[config.mk]
export PLATFORM = sky130hd
export DESIGN_NAME = window_compositor_pixel_resolve_top
export DESIGN_NICKNAME = d
export VERILOG_FILES = /design/src/hdl/wcpr_pkg.sv /design/src/hdl/wcpr_apb_regs.sv /design/src/hdl/wcpr_view_table.sv /design/src/hdl/wcpr_scale_fade.sv /design/src/hdl/wcpr_shade_out.sv /design/src/hdl/window_compositor_pixel_resolve_top.sv
export SDC_FILE = /design/constraint.sdc
export NUM_CORES = 2
export LEC_CHECK = 0
export ABC_AREA = 1
export BUFFER_PORTS_ARGS = -buffer_cell sky130_fd_sc_hd__clkbuf_2
export CAP_MARGIN = 20
export CORE_UTILIZATION = 50
export CTS_CLUSTER_SIZE = 30
export DETAILED_ROUTE_END_ITERATION = 10
export GPL_TIMING_DRIVEN = 0
export PLACE_DENSITY = 0.76
export SLEW_MARGIN = 40
export SYNTH_ARGS = -nofsm -noshare
export SYNTH_HDL_FRONTEND = slang
export SYNTH_SLANG_ARGS = --single-unit
[constraint.sdc]
create_clock -name aclk -period 9.3 [get_ports aclk]
set_input_delay 0.465 -clock aclk [delete_from_list [all_inputs] [get_ports aclk]]
set_output_delay 0.465 -clock aclk [all_outputs]
set_load 0.05 [all_outputs]
[src/hdl/wcpr_pkg.sv]
// shared types, constants and register codes of the window compositor pixel resolver
package wcpr_pkg;

    // default sizing
    localparam int unsigned VIEW_SLOTS_DEF = 8;
    localparam int unsigned COORD_BITS_DEF = 12;

    // stream widths
    localparam int unsigned S_TDATA_W = 64;
    localparam int unsigned S_TUSER_W = 1;
    localparam int unsigned M_TDATA_W = 56;
    localparam int unsigned M_TUSER_W = 2;

    // configuration port
    localparam int unsigned APB_AW = 4;
    localparam int unsigned APB_DW = 32;

    // background shading
    localparam int unsigned EDGE_FADE    = 64;
    // x / 30 == (x * 2185) >> 16 for 0 <= x < 4096
    localparam int unsigned RECIP_CHECKER = 2185;
    localparam int unsigned CHECKER_SHIFT = 16;
    // f / 5 == (f * 205) >> 10 for 0 <= f <= 64
    localparam int unsigned RECIP_FIVE    = 205;
    localparam int unsigned FIVE_SHIFT    = 10;
    // d / 3 == (d * 43691) >> 17 for 0 <= d < 16384
    localparam int unsigned RECIP_THREE   = 43691;
    localparam int unsigned THREE_SHIFT   = 17;

    // register reset values
    localparam logic [23:0] RST_FIRST_COLOUR  = 24'h202020;
    localparam logic [23:0] RST_SECOND_COLOUR = 24'h282828;
    localparam logic [12:0] RST_SCREEN_WIDTH  = 13'd1024;
    localparam logic [12:0] RST_SCREEN_HEIGHT = 13'd768;

    // register index codes
    typedef enum logic [1:0] {
        REG_FIRST_COLOUR  = 2'd0,
        REG_SECOND_COLOUR = 2'd1,
        REG_SCREEN_WIDTH  = 2'd2,
        REG_SCREEN_HEIGHT = 2'd3
    } wcpr_reg_t;

    // item kinds
    localparam logic KIND_QUERY = 1'b0;
    localparam logic KIND_WRITE = 1'b1;

    // one input beat
    typedef struct packed {
        logic               kind;
        logic signed [12:0] pos_x;
        logic signed [12:0] pos_y;
        logic [2:0]         slot;
        logic [11:0]        win_width;
        logic [11:0]        win_height;
        logic [2:0]         win_scale;
        logic               win_visible;
    } wcpr_item_t;

    // configuration registers
    typedef struct packed {
        logic [23:0] first_colour;
        logic [23:0] second_colour;
        logic [12:0] screen_width;
        logic [12:0] screen_height;
    } wcpr_cfg_t;

    // stage control
    typedef struct packed {
        logic load;
        logic vld;
    } wcpr_ctl_t;

    // after window lookup
    typedef struct packed {
        logic        covered;
        logic        off_screen;
        logic [2:0]  top_slot;
        logic [13:0] dx;
        logic [13:0] dy;
        logic [2:0]  scale;
        logic [11:0] px;
        logic [11:0] py;
    } wcpr_hit_t;

    // after scale division and fade
    typedef struct packed {
        logic        covered;
        logic        off_screen;
        logic [2:0]  top_slot;
        logic [11:0] source_x;
        logic [11:0] source_y;
        logic [3:0]  shade;
        logic [11:0] px;
        logic [11:0] py;
    } wcpr_src_t;

    // one result beat
    typedef struct packed {
        logic        covered;
        logic        off_screen;
        logic [2:0]  top_slot;
        logic [11:0] source_x;
        logic [11:0] source_y;
        logic [23:0] colour;
    } wcpr_res_t;

endpackage

[src/hdl/wcpr_apb_regs.sv]
// apb configuration registers: checker colours and screen size
module wcpr_apb_regs (
    input  logic                           aclk,
    input  logic                           aresetn,
    input  logic                           psel,
    input  logic                           penable,
    input  logic                           pwrite,
    input  logic [wcpr_pkg::APB_AW-1:0]    paddr,
    input  logic [wcpr_pkg::APB_DW-1:0]    pwdata,
    output logic [wcpr_pkg::APB_DW-1:0]    prdata,
    output logic                           pready,
    output wcpr_pkg::wcpr_cfg_t            cfg
);
    import wcpr_pkg::*;

    wcpr_cfg_t cfg_reg;
    wcpr_cfg_t cfg_next;
    wcpr_reg_t reg_idx;
    logic      wr_en;

    assign pready  = 1'b1;
    assign reg_idx = wcpr_reg_t'(paddr[3:2]);
    assign wr_en   = psel & penable & pwrite & pready;

    // register write decode
    always_comb begin
        cfg_next = cfg_reg;
        if (wr_en) begin
            unique case (reg_idx)
                REG_FIRST_COLOUR:  cfg_next.first_colour  = pwdata[23:0];
                REG_SECOND_COLOUR: cfg_next.second_colour = pwdata[23:0];
                REG_SCREEN_WIDTH:  cfg_next.screen_width  = pwdata[12:0];
                REG_SCREEN_HEIGHT: cfg_next.screen_height = pwdata[12:0];
            endcase
        end
    end

    always_ff @(posedge aclk) begin
        if (!aresetn) begin
            cfg_reg.first_colour  <= RST_FIRST_COLOUR;
            cfg_reg.second_colour <= RST_SECOND_COLOUR;
            cfg_reg.screen_width  <= RST_SCREEN_WIDTH;
            cfg_reg.screen_height <= RST_SCREEN_HEIGHT;
        end else begin
            cfg_reg <= cfg_next;
        end
    end

    // read back
    always_comb begin
        unique case (reg_idx)
            REG_FIRST_COLOUR:  prdata = APB_DW'(cfg_reg.first_colour);
            REG_SECOND_COLOUR: prdata = APB_DW'(cfg_reg.second_colour);
            REG_SCREEN_WIDTH:  prdata = APB_DW'(cfg_reg.screen_width);
            REG_SCREEN_HEIGHT: prdata = APB_DW'(cfg_reg.screen_height);
        endcase
    end

    assign cfg = cfg_reg;

endmodule

[src/hdl/wcpr_view_table.sv]
// view table storage, slot writes and topmost-window lookup stage
module wcpr_view_table #(
    parameter int unsigned VIEW_SLOTS = wcpr_pkg::VIEW_SLOTS_DEF
) (
    input  logic                 aclk,
    input  logic                 aresetn,
    input  wcpr_pkg::wcpr_ctl_t  ctl,
    input  wcpr_pkg::wcpr_item_t item,
    input  wcpr_pkg::wcpr_cfg_t  cfg,
    output wcpr_pkg::wcpr_hit_t  hit
);
    import wcpr_pkg::*;

    // per-slot geometry, extents precomputed at write time
    logic signed [12:0] left_reg   [VIEW_SLOTS];
    logic signed [12:0] top_reg    [VIEW_SLOTS];
    logic signed [16:0] right_reg  [VIEW_SLOTS];
    logic signed [16:0] bottom_reg [VIEW_SLOTS];
    logic [2:0]         scale_reg  [VIEW_SLOTS];
    // shown and scale in 1..4
    logic [VIEW_SLOTS-1:0] live_reg;
    logic [VIEW_SLOTS-1:0] live_next;

    wcpr_hit_t hit_reg;
    wcpr_hit_t hit_next;

    logic               wr_en;
    logic               wr_live;
    logic signed [16:0] wr_right;
    logic signed [16:0] wr_bottom;
    logic signed [16:0] x_ext;
    logic signed [16:0] y_ext;
    logic               off;

    assign wr_en   = ctl.load & ctl.vld & (item.kind == KIND_WRITE);
    assign wr_live = item.win_visible & (item.win_scale >= 3'd1) & (item.win_scale <= 3'd4);

    // window extent: left + width * scale, top + height * scale
    assign wr_right  = 17'($signed(item.pos_x))
                     + $signed({2'b00, 15'(15'(item.win_width) * 15'(item.win_scale))});
    assign wr_bottom = 17'($signed(item.pos_y))
                     + $signed({2'b00, 15'(15'(item.win_height) * 15'(item.win_scale))});

    // shown bits
    always_comb begin
        live_next = live_reg;
        for (int i = 0; i < VIEW_SLOTS; i++) begin
            if (wr_en && (6'(item.slot) == 6'(i))) begin
                live_next[i] = wr_live;
            end
        end
    end

    always_ff @(posedge aclk) begin
        if (!aresetn) begin
            live_reg <= '0;
        end else begin
            live_reg <= live_next;
        end
    end

    // geometry, no reset
    always_ff @(posedge aclk) begin
        for (int i = 0; i < VIEW_SLOTS; i++) begin
            if (wr_en && (6'(item.slot) == 6'(i))) begin
                left_reg[i]   <= item.pos_x;
                top_reg[i]    <= item.pos_y;
                right_reg[i]  <= wr_right;
                bottom_reg[i] <= wr_bottom;
                scale_reg[i]  <= item.win_scale;
            end
        end
    end

    // screen clipping
    assign x_ext = 17'($signed(item.pos_x));
    assign y_ext = 17'($signed(item.pos_y));
    assign off   = (x_ext < 17'sd0) || (y_ext < 17'sd0)
                || (x_ext >= $signed({4'b0000, cfg.screen_width}))
                || (y_ext >= $signed({4'b0000, cfg.screen_height}));

    // compare every slot, highest covering slot wins
    always_comb begin
        logic               any;
        logic [2:0]         sel_slot;
        logic [13:0]        sel_dx;
        logic [13:0]        sel_dy;
        logic [2:0]         sel_scale;
        logic signed [16:0] l_ext;
        logic signed [16:0] t_ext;
        any       = 1'b0;
        sel_slot  = '0;
        sel_dx    = '0;
        sel_dy    = '0;
        sel_scale = '0;
        for (int i = 0; i < VIEW_SLOTS; i++) begin
            l_ext = 17'(left_reg[i]);
            t_ext = 17'(top_reg[i]);
            if (live_reg[i] && (x_ext >= l_ext) && (y_ext >= t_ext)
                && (x_ext < right_reg[i]) && (y_ext < bottom_reg[i])) begin
                any       = 1'b1;
                sel_slot  = 3'(i);
                sel_dx    = 14'(x_ext - l_ext);
                sel_dy    = 14'(y_ext - t_ext);
                sel_scale = scale_reg[i];
            end
        end
        hit_next.covered    = any & ~off;
        hit_next.off_screen = off;
        hit_next.top_slot   = (any & ~off) ? sel_slot : 3'd0;
        hit_next.dx         = sel_dx;
        hit_next.dy         = sel_dy;
        hit_next.scale      = sel_scale;
        hit_next.px         = item.pos_x[11:0];
        hit_next.py         = item.pos_y[11:0];
    end

    always_ff @(posedge aclk) begin
        if (ctl.load) begin
            hit_reg <= hit_next;
        end
    end

    assign hit = hit_reg;

endmodule

[src/hdl/wcpr_scale_fade.sv]
// source coordinate division by window scale and edge fade amount
module wcpr_scale_fade #(
    parameter int unsigned COORD_BITS = wcpr_pkg::COORD_BITS_DEF
) (
    input  logic                aclk,
    input  logic                load,
    input  wcpr_pkg::wcpr_hit_t hit,
    input  wcpr_pkg::wcpr_cfg_t cfg,
    output wcpr_pkg::wcpr_src_t src
);
    import wcpr_pkg::*;

    localparam logic [11:0] SRC_MASK = 12'((64'(1) << COORD_BITS) - 64'(1));

    wcpr_src_t src_reg;
    wcpr_src_t src_next;

    logic [29:0] third_x;
    logic [29:0] third_y;
    logic [13:0] qx;
    logic [13:0] qy;
    logic [12:0] px_far;
    logic [6:0]  fade;
    logic [14:0] fade_prod;

    // divide by three through a reciprocal
    assign third_x = 30'(hit.dx) * 30'(RECIP_THREE);
    assign third_y = 30'(hit.dy) * 30'(RECIP_THREE);

    // scales one to four, shifts for the powers of two
    always_comb begin
        unique case (hit.scale)
            3'd1:    begin qx = hit.dx;                   qy = hit.dy;                   end
            3'd2:    begin qx = hit.dx >> 1;              qy = hit.dy >> 1;              end
            3'd3:    begin qx = 14'(third_x >> THREE_SHIFT); qy = 14'(third_y >> THREE_SHIFT); end
            3'd4:    begin qx = hit.dx >> 2;              qy = hit.dy >> 2;              end
            default: begin qx = '0;                       qy = '0;                       end
        endcase
    end

    // left edge wins over right edge on a narrow screen
    assign px_far = 13'(hit.px) + 13'(EDGE_FADE);
    always_comb begin
        if (hit.px < 12'(EDGE_FADE)) begin
            fade = 7'(13'(EDGE_FADE) - 13'(hit.px));
        end else if (px_far >= cfg.screen_width) begin
            fade = 7'(px_far - cfg.screen_width);
        end else begin
            fade = '0;
        end
    end

    assign fade_prod = 15'(fade) * 15'(RECIP_FIVE);

    always_comb begin
        src_next.covered    = hit.covered;
        src_next.off_screen = hit.off_screen;
        src_next.top_slot   = hit.top_slot;
        src_next.source_x   = hit.covered ? (12'(qx) & SRC_MASK) : 12'd0;
        src_next.source_y   = hit.covered ? (12'(qy) & SRC_MASK) : 12'd0;
        src_next.shade      = 4'(fade_prod >> FIVE_SHIFT);
        src_next.px         = hit.px;
        src_next.py         = hit.py;
    end

    always_ff @(posedge aclk) begin
        if (load) begin
            src_reg <= src_next;
        end
    end

    assign src = src_reg;

endmodule

[src/hdl/wcpr_shade_out.sv]
// checkerboard colour pick, channel darkening and result register
module wcpr_shade_out (
    input  logic                aclk,
    input  logic                load,
    input  wcpr_pkg::wcpr_src_t src,
    input  wcpr_pkg::wcpr_cfg_t cfg,
    output wcpr_pkg::wcpr_res_t res
);
    import wcpr_pkg::*;

    wcpr_res_t res_reg;
    wcpr_res_t res_next;

    logic [23:0] prod_x;
    logic [23:0] prod_y;
    logic        odd;
    logic [23:0] base;
    logic [23:0] dark;

    // parity of x / 30 + y / 30
    assign prod_x = 24'(src.px) * 24'(RECIP_CHECKER);
    assign prod_y = 24'(src.py) * 24'(RECIP_CHECKER);
    assign odd    = prod_x[CHECKER_SHIFT] ^ prod_y[CHECKER_SHIFT];
    assign base   = odd ? cfg.first_colour : cfg.second_colour;

    // per channel subtract with clamp at zero
    always_comb begin
        for (int ch = 0; ch < 3; ch++) begin
            if (base[8*ch +: 8] > 8'(src.shade)) begin
                dark[8*ch +: 8] = base[8*ch +: 8] - 8'(src.shade);
            end else begin
                dark[8*ch +: 8] = 8'd0;
            end
        end
    end

    always_comb begin
        res_next.covered    = src.covered;
        res_next.off_screen = src.off_screen;
        res_next.top_slot   = src.top_slot;
        res_next.source_x   = src.source_x;
        res_next.source_y   = src.source_y;
        res_next.colour     = (src.covered | src.off_screen) ? 24'd0 : dark;
    end

    always_ff @(posedge aclk) begin
        if (load) begin
            res_reg <= res_next;
        end
    end

    assign res = res_reg;

endmodule

[src/hdl/window_compositor_pixel_resolve_top.sv]
// top level of the window compositor pixel resolver: stream ports, apb port, pipeline control
//
// Resolves screen pixels against a stack of up to VIEW_SLOTS windows, higher slots on top.
// A beat with tuser kind set writes one view table slot and gives no result; any other beat
// is a pixel query and gives exactly one result beat: the topmost covering window with the
// source column and row divided by its scale, or otherwise the shaded checkerboard colour,
// or the off-screen flag. The block takes one beat every clock cycle unless a stalled result
// backs up the pipe, and a query passes four register stages (input, window lookup, scale
// division and fade, colour and output). Ready travels back through the stages in the same
// cycle, so a stalled result holds the pipe without loss. A slot write takes effect for every
// query that follows it on the input. The user is to write configuration registers over apb
// while the block is idle; the block does not enforce it. Register i sits at byte address 4*i.
module window_compositor_pixel_resolve_top #(
    parameter int unsigned VIEW_SLOTS = wcpr_pkg::VIEW_SLOTS_DEF,
    parameter int unsigned COORD_BITS = wcpr_pkg::COORD_BITS_DEF
) (
    input  logic                              aclk,
    input  logic                              aresetn,
    // input stream
    input  logic                              s_tvalid,
    output logic                              s_tready,
    // pos_x[12:0], pos_y[25:13], slot[28:26], win_width[40:29], win_height[52:41],
    // win_scale[55:53], win_visible[56], zero fill[63:57]
    input  logic [wcpr_pkg::S_TDATA_W-1:0]    s_tdata,
    // kind[0]
    input  logic [wcpr_pkg::S_TUSER_W-1:0]    s_tuser,
    // result stream
    output logic                              m_tvalid,
    input  logic                              m_tready,
    // top_slot[2:0], source_x[14:3], source_y[26:15], colour[50:27], zero fill[55:51]
    output logic [wcpr_pkg::M_TDATA_W-1:0]    m_tdata,
    // covered[0], off_screen[1]
    output logic [wcpr_pkg::M_TUSER_W-1:0]    m_tuser,
    // configuration
    input  logic                              psel,
    input  logic                              penable,
    input  logic                              pwrite,
    input  logic [wcpr_pkg::APB_AW-1:0]       paddr,
    input  logic [wcpr_pkg::APB_DW-1:0]       pwdata,
    output logic [wcpr_pkg::APB_DW-1:0]       prdata,
    output logic                              pready
);
    import wcpr_pkg::*;

    wcpr_cfg_t  cfg;
    wcpr_item_t in_item;
    wcpr_item_t item_reg;
    wcpr_hit_t  hit;
    wcpr_src_t  src;
    wcpr_res_t  res;
    wcpr_ctl_t  lookup_ctl;

    logic v1_reg, v2_reg, v3_reg, v4_reg;
    logic v1_next, v2_next, v3_next, v4_next;
    logic rdy1, rdy2, rdy3, rdy4;

    // configuration registers
    wcpr_apb_regs u_regs (
        .aclk    (aclk),
        .aresetn (aresetn),
        .psel    (psel),
        .penable (penable),
        .pwrite  (pwrite),
        .paddr   (paddr),
        .pwdata  (pwdata),
        .prdata  (prdata),
        .pready  (pready),
        .cfg     (cfg)
    );

    // unpack the input beat
    always_comb begin
        in_item.kind        = s_tuser[0];
        in_item.pos_x       = s_tdata[12:0];
        in_item.pos_y       = s_tdata[25:13];
        in_item.slot        = s_tdata[28:26];
        in_item.win_width   = s_tdata[40:29];
        in_item.win_height  = s_tdata[52:41];
        in_item.win_scale   = s_tdata[55:53];
        in_item.win_visible = s_tdata[56];
    end

    // stage ready chain, a stage advances when it is empty or the next one moves
    assign rdy4     = m_tready | ~v4_reg;
    assign rdy3     = rdy4 | ~v3_reg;
    assign rdy2     = rdy3 | ~v2_reg;
    assign rdy1     = rdy2 | ~v1_reg;
    assign s_tready = rdy1;

    // valid bits; slot writes end at the lookup stage
    assign v1_next = rdy1 ? s_tvalid : v1_reg;
    assign v2_next = rdy2 ? (v1_reg & (item_reg.kind == KIND_QUERY)) : v2_reg;
    assign v3_next = rdy3 ? v2_reg : v3_reg;
    assign v4_next = rdy4 ? v3_reg : v4_reg;

    always_ff @(posedge aclk) begin
        if (!aresetn) begin
            v1_reg <= 1'b0;
            v2_reg <= 1'b0;
            v3_reg <= 1'b0;
            v4_reg <= 1'b0;
        end else begin
            v1_reg <= v1_next;
            v2_reg <= v2_next;
            v3_reg <= v3_next;
            v4_reg <= v4_next;
        end
    end

    // input stage
    always_ff @(posedge aclk) begin
        if (rdy1) begin
            item_reg <= in_item;
        end
    end

    // window lookup stage, also commits slot writes in order
    assign lookup_ctl.load = rdy2;
    assign lookup_ctl.vld  = v1_reg;

    wcpr_view_table #(
        .VIEW_SLOTS (VIEW_SLOTS)
    ) u_table (
        .aclk    (aclk),
        .aresetn (aresetn),
        .ctl     (lookup_ctl),
        .item    (item_reg),
        .cfg     (cfg),
        .hit     (hit)
    );

    // scale division and fade stage
    wcpr_scale_fade #(
        .COORD_BITS (COORD_BITS)
    ) u_scale (
        .aclk (aclk),
        .load (rdy3),
        .hit  (hit),
        .cfg  (cfg),
        .src  (src)
    );

    // colour and output stage
    wcpr_shade_out u_shade (
        .aclk (aclk),
        .load (rdy4),
        .src  (src),
        .cfg  (cfg),
        .res  (res)
    );

    // pack the result beat
    assign m_tvalid = v4_reg;
    assign m_tdata  = {5'd0, res.colour, res.source_y, res.source_x, res.top_slot};
    assign m_tuser  = {res.off_screen, res.covered};

endmodule

==> results.json <==
{
  "outcome": "completed",
  "grt_pass1_vias": 48360,
  "dieArea_mm2": 0.1239,
  "holdWs_ns": 0.03587,
  "cts_resized": 0,
  "antenna_left": 0,
  "required_ns": 9.70,
  "slew_viol_final": 0,
  "gp_congestion": 0.9805,
  "setup_viol": 0,
  "cts_num_sinks": 818,
  "synth_area_per_cell_um2": 8.872,
  "nets": 8492,
  "io_buffers": 168,
  "layout_commonest_cell": "inv_1",
  "final_cell_mix": "inv_1 (1383), nand2_1 (1277), ha_1 (867)",
  "syn_area_mm2": 0.06124,
  "cts_setup_buffers": 0,
  "p_total_w": 0.01120,
  "grtUsageTotal_pct": 26.15,
  "crit_type": "flip-flop to flip-flop",
  "rsz0062_at_grt": "no",
  "dieHeight_um": 352.0,
  "drive_above_1_share_pct": 7.428,
  "antenna_found_initial": 2,
  "finalCritPeriodShare_pct": 79.18,
  "via_count": 49000,
  "max_freq_mhz": 135.8,
  "hold_class": "input pin to flip-flop",
  "wl_per_cell_um": 18.18,
  "dr.first_iter.drc_count": 4249,
  "leakagePower_nw": 34.22,
  "end_kind": "flip-flop",
  "placed_cells": 8810,
  "drv_cap": 0,
  "die_w_um": 352.0,
  "diodes": 0,
  "synth_async_sr_flop_share_pct": 0,
  "drcViolationCount": 0,
  "place_hpwl_um": 126900,
  "rows": 128,
  "cts.htree.levels": 3,
  "grt_pass1_wl_um": 254900,
  "synth_edf_count": 732,
  "tritoncts": "yes",
  "syn2layout_area_growth_pct": 13.82,
  "ctsHoldBuffers": 60,
  "cts-root-buf": "clkbuf_16",
  "cellPowerDensity_mw_per_mm2": 160.7,
  "fin_crit_ns": 7.364,
  "crit_fanout": 10,
  "rrSetupSlack_ns": 1.94,
  "initial_core_util_pct": 50.32,
  "yosysSeqAreaShare_pct": 38.70,
  "startpoint_type": "flip-flop",
  "relSlewSlack_pct": 38.19,
  "synthCells": 6903,
  "viasPerCell": 5.418,
  "yosysWarnings": 0,
  "clockBufferDepth": 3,
  "grt_max_degree": 49,
  "hold_viol": 0,
  "synth-main-ff-cell": "edfxtp_1",
  "ir_drop_mv": 0.1989,
  "ys_types": 67,
  "clk_latency_ns": 0.73,
  "coreArea_mm2": 0.1217,
  "dr.pass1.iters": 7,
  "arrival_ns": 7.77,
  "clkSlewWorstSetupHoldPaths_ns": 0.06,
  "cts-buffers-inserted": 93,
  "layout.cells.non_filler": 9043,
  "fillerInstances": 10400,
  "io_pins": 201,
  "overflow": 0,
  "tightest_slew_ns": 0.9264,
  "drt-total-wl_um": 164400,
  "synth_seq_cells": 818,
  "fin_worst_skew_ns": 0.03454
}
through the flow:
| step | setup WS [ns] | setup TNS (ns) | utilization (%) | cell area (um2) |
|---|---|---|---|---|
| final | 1.936 | 0 | 57.27 | 69710 |
| after global routing | 1.672 | 0 | 57.27 | 69710 |
| after CTS | 2.174 | 0 | 57.23 | 69660 |
| after detailed placement | 2.206 | 0 | 54.18 | 65950 |
| after global placement | -3.476 | -871.17 | 52.71 | 64160 |
| after floorplan | 1.089 | 0 | - | 61290 |
layer usage:
layer	up-vias	global-route usage, %	wire (um)
met5	-	0	27
met4	4	11.69	7927
met2	1814	44.84	77840
li1	23750	-	-
met3	434	4.275	12100
met1	23000	32.26	66530
synth_stat cells, drive strengths merged (19+ instances only):
cell,count,area [um2]
inv,1387,5206
nand2,1284,4845
ha,867,10850
edfxtp,732,21980
a21oi,505,2527
nor2,451,1713
o21ai,379,1923
nand3,248,1251
fa,176,3523
xor2,145,1270
xnor2,103,909.6
dfxtp,86,1722
nand4,66,412.9
nor3,62,331.6
clkbuf,60,227.7
a21o,36,270.3
buf,36,245.2
or2,29,181.4
a21boi,28,210.2
o22ai,24,150.1
o211ai,23,172.7
o21bai,22,172.7
a31oi,19,118.9
critical path, cell delays in order, from the launching register on:
cell,delay (ns)
edfxtp_1,0.69
clkbuf_1,0.66
clkbuf_1,0.46
nand2_1,0.19
fa_1,0.59
inv_1,0.05
ha_1,0.21
fa_1,0.48
a21oi_1,0.15
o21bai_1,0.10
a21oi_1,0.22
o21bai_1,0.13
xnor2_1,0.16
inv_1,0.06
ha_1,0.38
a21oi_1,0.18
a21boi_0,0.64
o21ai_0,0.30
a21boi_0,0.37
nor2_1,0.06
o21ai_0,0.16
nand2_1,0.08
xor2_1,0.70
cell type report:
cell class	instances	area, um2	area share (%)
Multi-Input combinational cell	4605	32140	46.10
Tap cell	1625	2033	2.917
Clock inverter	65	690.7	0.9908
Buffer	96	474.2	0.6802
Clock buffer	107	2420	3.471
Sequential cell	818	23700	34.00
Timing Repair Buffer	331	3004	4.309
Inverter	1396	5250	7.531
cells by family after synthesis:
kind of cell / Yosys count / share of synthesized area, %
and+or+nand+nor: 2173 / 14.64
buffers and inverters: 1492 / 9.328
AOI/OAI and AO/OA: 1124 / 10.23
adders and majority gates: 1043 / 23.47
DFF: 818 / 38.70
xor gates and xnor gates: 248 / 3.559
muxes: 3 / 0.05516
other: 2 / 0.01226
worst paths after layout:
check                           start                                  end  depth (start not counted)
max             item_reg[1]$_DFFE_PP_  u_table.bottom_reg[1][32]$_DFFE_PP_                         22
min                        pwdata[18]          u_regs.cfg[68]$_SDFFE_PN0P_                          3
max reg2reg     item_reg[1]$_DFFE_PP_  u_table.bottom_reg[1][32]$_DFFE_PP_                         22
min reg2reg  u_table.hit[7]$_DFFE_PP_             u_scale.src[7]$_DFFE_PP_                          0
power breakdown:
part | internal, W | switching, W
Clock | 0.00214 | 0.00165
Combinational | 0.00103 | 0.00202
Sequential | 0.00430 | 0.0000633
Total | 0.00747 | 0.00373
(Power assumes the default switching activity.)
